==> src/hw/rtl/gbnms_ram.sv <==
// ------------------------------------------------------------------------
// gbnms_ram
// Simple dual-port RAM: one write port, one read port, registered read.
// ------------------------------------------------------------------------
module gbnms_ram #(
    parameter int WIDTH = 8,
    parameter int DEPTH = 64
) (
    input  logic                     aclk,
    input  logic                     wr_en,
    input  logic [$clog2(DEPTH)-1:0] wr_addr,
    input  logic [WIDTH-1:0]         wr_data,
    input  logic [$clog2(DEPTH)-1:0] rd_addr,
    output logic [WIDTH-1:0]         rd_data
);

    logic [WIDTH-1:0] mem [DEPTH];

    // write and registered read
    always_ff @(posedge aclk) begin
        if (wr_en) begin
            mem[wr_addr] <= wr_data;
        end
        rd_data <= mem[rd_addr];
    end

endmodule

==> config.mk <==
export PLATFORM = sky130hd
export DESIGN_NAME = gbnms_ram
export DESIGN_NICKNAME = d
export VERILOG_FILES = /design/src/hw/rtl/gbnms_ram.sv
export SDC_FILE = /design/constraint.sdc
export NUM_CORES = 1
export LEC_CHECK = 0
export BUFFER_PORTS_ARGS = -buffer_cell sky130_fd_sc_hd__buf_2
export CAP_MARGIN = 30
export CORE_MARGIN = 1.5
export CORE_UTILIZATION = 45
export CTS_BUF_LIST = sky130_fd_sc_hd__clkbuf_4 sky130_fd_sc_hd__clkbuf_8
export CTS_CLUSTER_DIAMETER = 80
export DETAILED_ROUTE_END_ITERATION = 8
export MAX_ROUTING_LAYER = met4
export PLACE_DENSITY = 0.7
export SETUP_SLACK_MARGIN = 0.05
export SLEW_MARGIN = 10
export SYNTH_ARGS = -nofsm -noshare
export SYNTH_HDL_FRONTEND = slang
export SYNTH_SLANG_ARGS = --single-unit
==> constraint.sdc <==
create_clock -name aclk -period 5.16 [get_ports aclk]
set_input_delay 1.548 -clock aclk [delete_from_list [all_inputs] [get_ports aclk]]
set_output_delay 1.548 -clock aclk [all_outputs]
set_load 0.05 [all_outputs]
After elaboration in Yosys (flattened, before gate mapping). Memories as Yosys holds them, arrays and structs flattened. A register that Yosys moved wholly into a read port is not among the register bits. Index checks and enable logic that the tools add are counted.

Add/sub/neg operators: 0. $mul: 0. Div/mod/pow operators: 0. Magnitude comparators: 0. Eq/ne operators: 0. Shift-type cells: 0. Multiplexer cells: 2. Bitwise gates (word level): 0. Reduce and logical (&&, ||, !) cells: 0.

Operator list (number): 2-to-1 mux 1 bit (2).

Register bits: 0. Latch bits: 0. Memory bits (writable): 512. Memory bits (read-only): 0. Input port bits: 22. Logic and storage cells: 3. Memories kept: 1.

Memories: mem (words 64, width 8, read ports 1, clocked after Yosys merged registers in 1, wr ports 1, line 17) `logic [WIDTH-1:0] mem [DEPTH];`.

Depth between registers and ports, before layout.
Word-level depth: 2. Gate-level depth with buffers: 9. Depth with buffers taken out: 5.

Worst setup path before layout. Ideal clock, no wire load.

Path type: input -> register. Start: in rd_addr[1]. End: reg rd_data[3], read port of mem. Library setup time: 128 ps. Arrival: 3088 ps. Slack: 1944 ps. Stages on the path: 7. Path buffers: 3. Cell sequence: buf_4 -> buf_2 -> buf_2 -> mux4_2 -> mux4_2 -> o21ai_1 -> o41ai_1.

RTL lines: start: declaration (line 13) `input logic [$clog2(DEPTH)-1:0] rd_addr,`; end: declaration (line 14) `output logic [WIDTH-1:0] rd_data`.

==> impl_results.md <==
- Initial Util: between 40% and 50%
- Simple-Gate Fraction of Synth Area: 3.39%
- Hold Crit Class: reg2reg
- Cell family with most CP delay: buffers and inverters
- Clk_lat worst skew: between 0.6 and 0.7 ns
- Routability Congestion: around 0.82
- Setup Buffers After CTS: 0
- Post-synthesis sequential area ratio: between 70% and 80%
- Outcome: completed
- Flop pwr share: roughly 56%
- Slowest stage delay, CP: about 0.54 ns
- R2R setup slack: approximately 3.1 ns
- FF+latch count, synth: 520
- Vias in the first global route: between 9,000 and 10,000
- Count leader, synth: edfxtp_1
- CP max stage cell: mux4_2
- Compound-Gate Fraction of Synth Area: 2.07%
- Ys flop type: edfxtp_1
- TritonCTS Sinks: 520
- H-tree depth: 3
- Share of layout cells above drive strength 1: between 20 and 30%
- FMAX: roughly 0.30 GHz
- Crit start category: input port
- Psw: roughly 1800 uW
- Max-cap violations: 0
- Crit path buf inv count: 3
- Maximum fanout along the worst path: 37
- Synth unique cells: 40
- Synth warnings: 0
- Crit. End Element: flip-flop
- TritonCTS clock tree: yes
- Final setup viols: 0
- RSZ-0062 raised after global routing: false
- Total power: approximately 8400 uW
- Avg WL per Cell: ~25 um
- Combinational power share: under 10%
- Leak Pwr: approximately 0.007 uW
- Req. time, crit path: 5.67 ns
- Non-Filler Instances: roughly 1,700
- Clock power share: 38.9%
- Worst path cell trace: clkbuf_8 -> buf_12 -> buf_4 -> mux4_2 -> o221a_2 -> nor3_1 -> o32ai_1
- Max rail drop VDD: between 0.15 and 0.2 mV
- Area grow syn2layout: 11.8%
- Synth area leader: edfxtp_1
- Final WL: between 40,000 and 50,000 um
- Cell count after synthesis: 940
- # IOs: 30
- Period Utilization, post-route: 65.0%
- First-pass GRT wire length: 63,700 um
- CTS hold repair buffers: 0
- Initial antenna violation count: 3
- Pin count of the biggest net entering global routing: 65
- Post-route setup TNS: 0 ns
- Placed Cells: 1,533
- Share of the synthesized area in the top cell type: 76.2%
- Combinational family with the most area after synthesis: multiplexers
- DR DRC count: 0
- Mux contribution to synthesized area: between 10% and 20%
- GR Util All Layers: 19.4%
- Die Span Y: between 200 and 250 um
- Port buffer count: 29
- Fin crit period: 3.36 ns
- Net Sw Frac: 21.8%
- WP data arrival: a little under 4 ns
- Initial drt markers: approximately 1,200
- Mapped Avg Cell Area: around 21 sq um
- Worst-Margin Slew: roughly 0.94 ns
- Synth Area in Adders: 0%
- Post_cts resized: 0
- Placed inst area: 21,000 sq um
- Clock Pin Slew Worst Setup and Hold Paths: 0.07 ns
- Xor-xnor portion of the synthesized cell area: 0%
- Asr flop ratio synth: 0%
- Synth area leaders: edfxtp_1 (76%), mux4_2 (14%), nor2_1 (1.5%)
- Final HPWL DP: approximately 26,000 um
- Critical path type: in2reg
- Post-synth top cells: edfxtp_1 (512), mux4_2 (126), nor2_1 (83)
- Die width: 215 um
- DIE AREA: between 40,000 and 50,000 sq um
- Maximum clock insertion buffer count: 3
- Rows: 77
- Internal: between 6000 and 7000 uW
- Post-Syn Nets: roughly 960
- Drt first pass iters: 5
- Synth Cell Area: slightly above 20,000 sq um
- Final nets: roughly 1,000
- Post-synth EDFFs: roughly 510
- Post-route ant nets: 0
- DR vias: a little under 10,000
- Fin. Hold Viols: 0
- Slew HR: between 30% and 40%
- Power density cells: roughly 370 nW/um^2
- Pins Over Slew Limit: 0
- Num CTS Buffers: just under 80
- Clock root cell: clkbuf_8
- Final Skew: roughly 0.038 ns
- Final instance area: about 23,000 sq um
- Grt total ovfl: 0
- Placeable core area: around 44,000 sq um
- Via density: roughly 5.8
[layer usage]
layer	part of all wire, %	up-vias	GRT usage (%)
met2	48	445	29.1
met1	41	5041	26.5
li1	-	4109	-
met5	0	-	-
met4	2.9	0	7.93
met3	8.3	87	3.60
[final timing paths]
| path | start | cells after the start | to |
|---|---|---|---|
| worst max-delay path | rd_addr[0] | 7 | rd_data[4] |
| worst min-delay path | mem[23][0] | 4 | rd_data[0] |
| worst max register to register | mem[3][3] | 4 | rd_data[3] |
| worst min register to register | mem[23][0] | 4 | rd_data[0] |
[state kept, by name, indices dropped and copies added, names as in the netlist]
register	cells
mem	512
rd_data	8
[power groups by stage]
stage / logic [uW] / clock network (uW) / registers, uW
final: 453 / 3280 / 4690
after global routing: 482 / 3510 / 4690
after CTS: 457 / 3320 / 4690
after detailed placement: 457 / 0 / 4780
after global placement: 438 / 0 / 4780
after floorplan: 249 / 0 / 4800
[cell type report]
class | count | area (sq um)
fillers | 3424 | 21700
clock buffers | 99 | 1250
well taps | 592 | 741
repair buffers | 53 | 447
flip-flops and latches | 520 | 15500
multi-input cells | 369 | 4320
diodes | 3 | 7.51
clock inverters | 40 | 258
[tightest hold or removal path, stage by stage (launching register included)]
cell and delay, ns:
edfxtp_1 0.31, mux4_2 0.22, o22ai_1 0.08, nand2_1 0.08, o2bb2ai_1 0.11
[cell usage in the layout (no fill, tap or decap), drive strengths merged, types with 3 or more instances in the layout]
master | Yosys | routed
a221oi | 6 | 6
edfxtp | 512 | 512
mux4 | 126 | 126
nand3 | 13 | 13
mux2 | 13 | 13
nor2 | 83 | 83
o2bb2ai | 3 | 3
nand3b | 3 | 3
nor3 | 7 | 7
bufinv | 0 | 3
clkbuf | 17 | 100
a211oi | 4 | 4
diode | 0 | 3
a22oi | 3 | 3
clkinv | 0 | 33
o21ai | 4 | 4
buf | 34 | 52
o221ai | 8 | 8
nand2 | 19 | 19
dfxtp | 8 | 8
nor2b | 14 | 14
o22ai | 8 | 8
nand2b | 7 | 7
mux2i | 23 | 23
a21oi | 3 | 3
o2111ai | 3 | 3
[per-stage QoR]
step | hold WS [ns] | utilization (%) | setup slack (ns)
4_1_cts | 0.826 | 51.0 | 1.80
6_report | 0.816 | 51.0 | 1.80
3_5_place_dp | 0.823 | 47.6 | 1.12
2_1_floorplan | 0.718 | - | 1.94
3_3_place_gp | 0.819 | 47.3 | 1.15
5_1_grt | 0.888 | 51.0 | 1.65
[cell families after synthesis]
kind of cell / Yosys count
DFF: 520
muxes: 162
and+or+nand+nor: 153
AOI/OAI and AO/OA: 54
buffers and inverters: 51
Note: power is estimated with default switching activity, not from simulation.
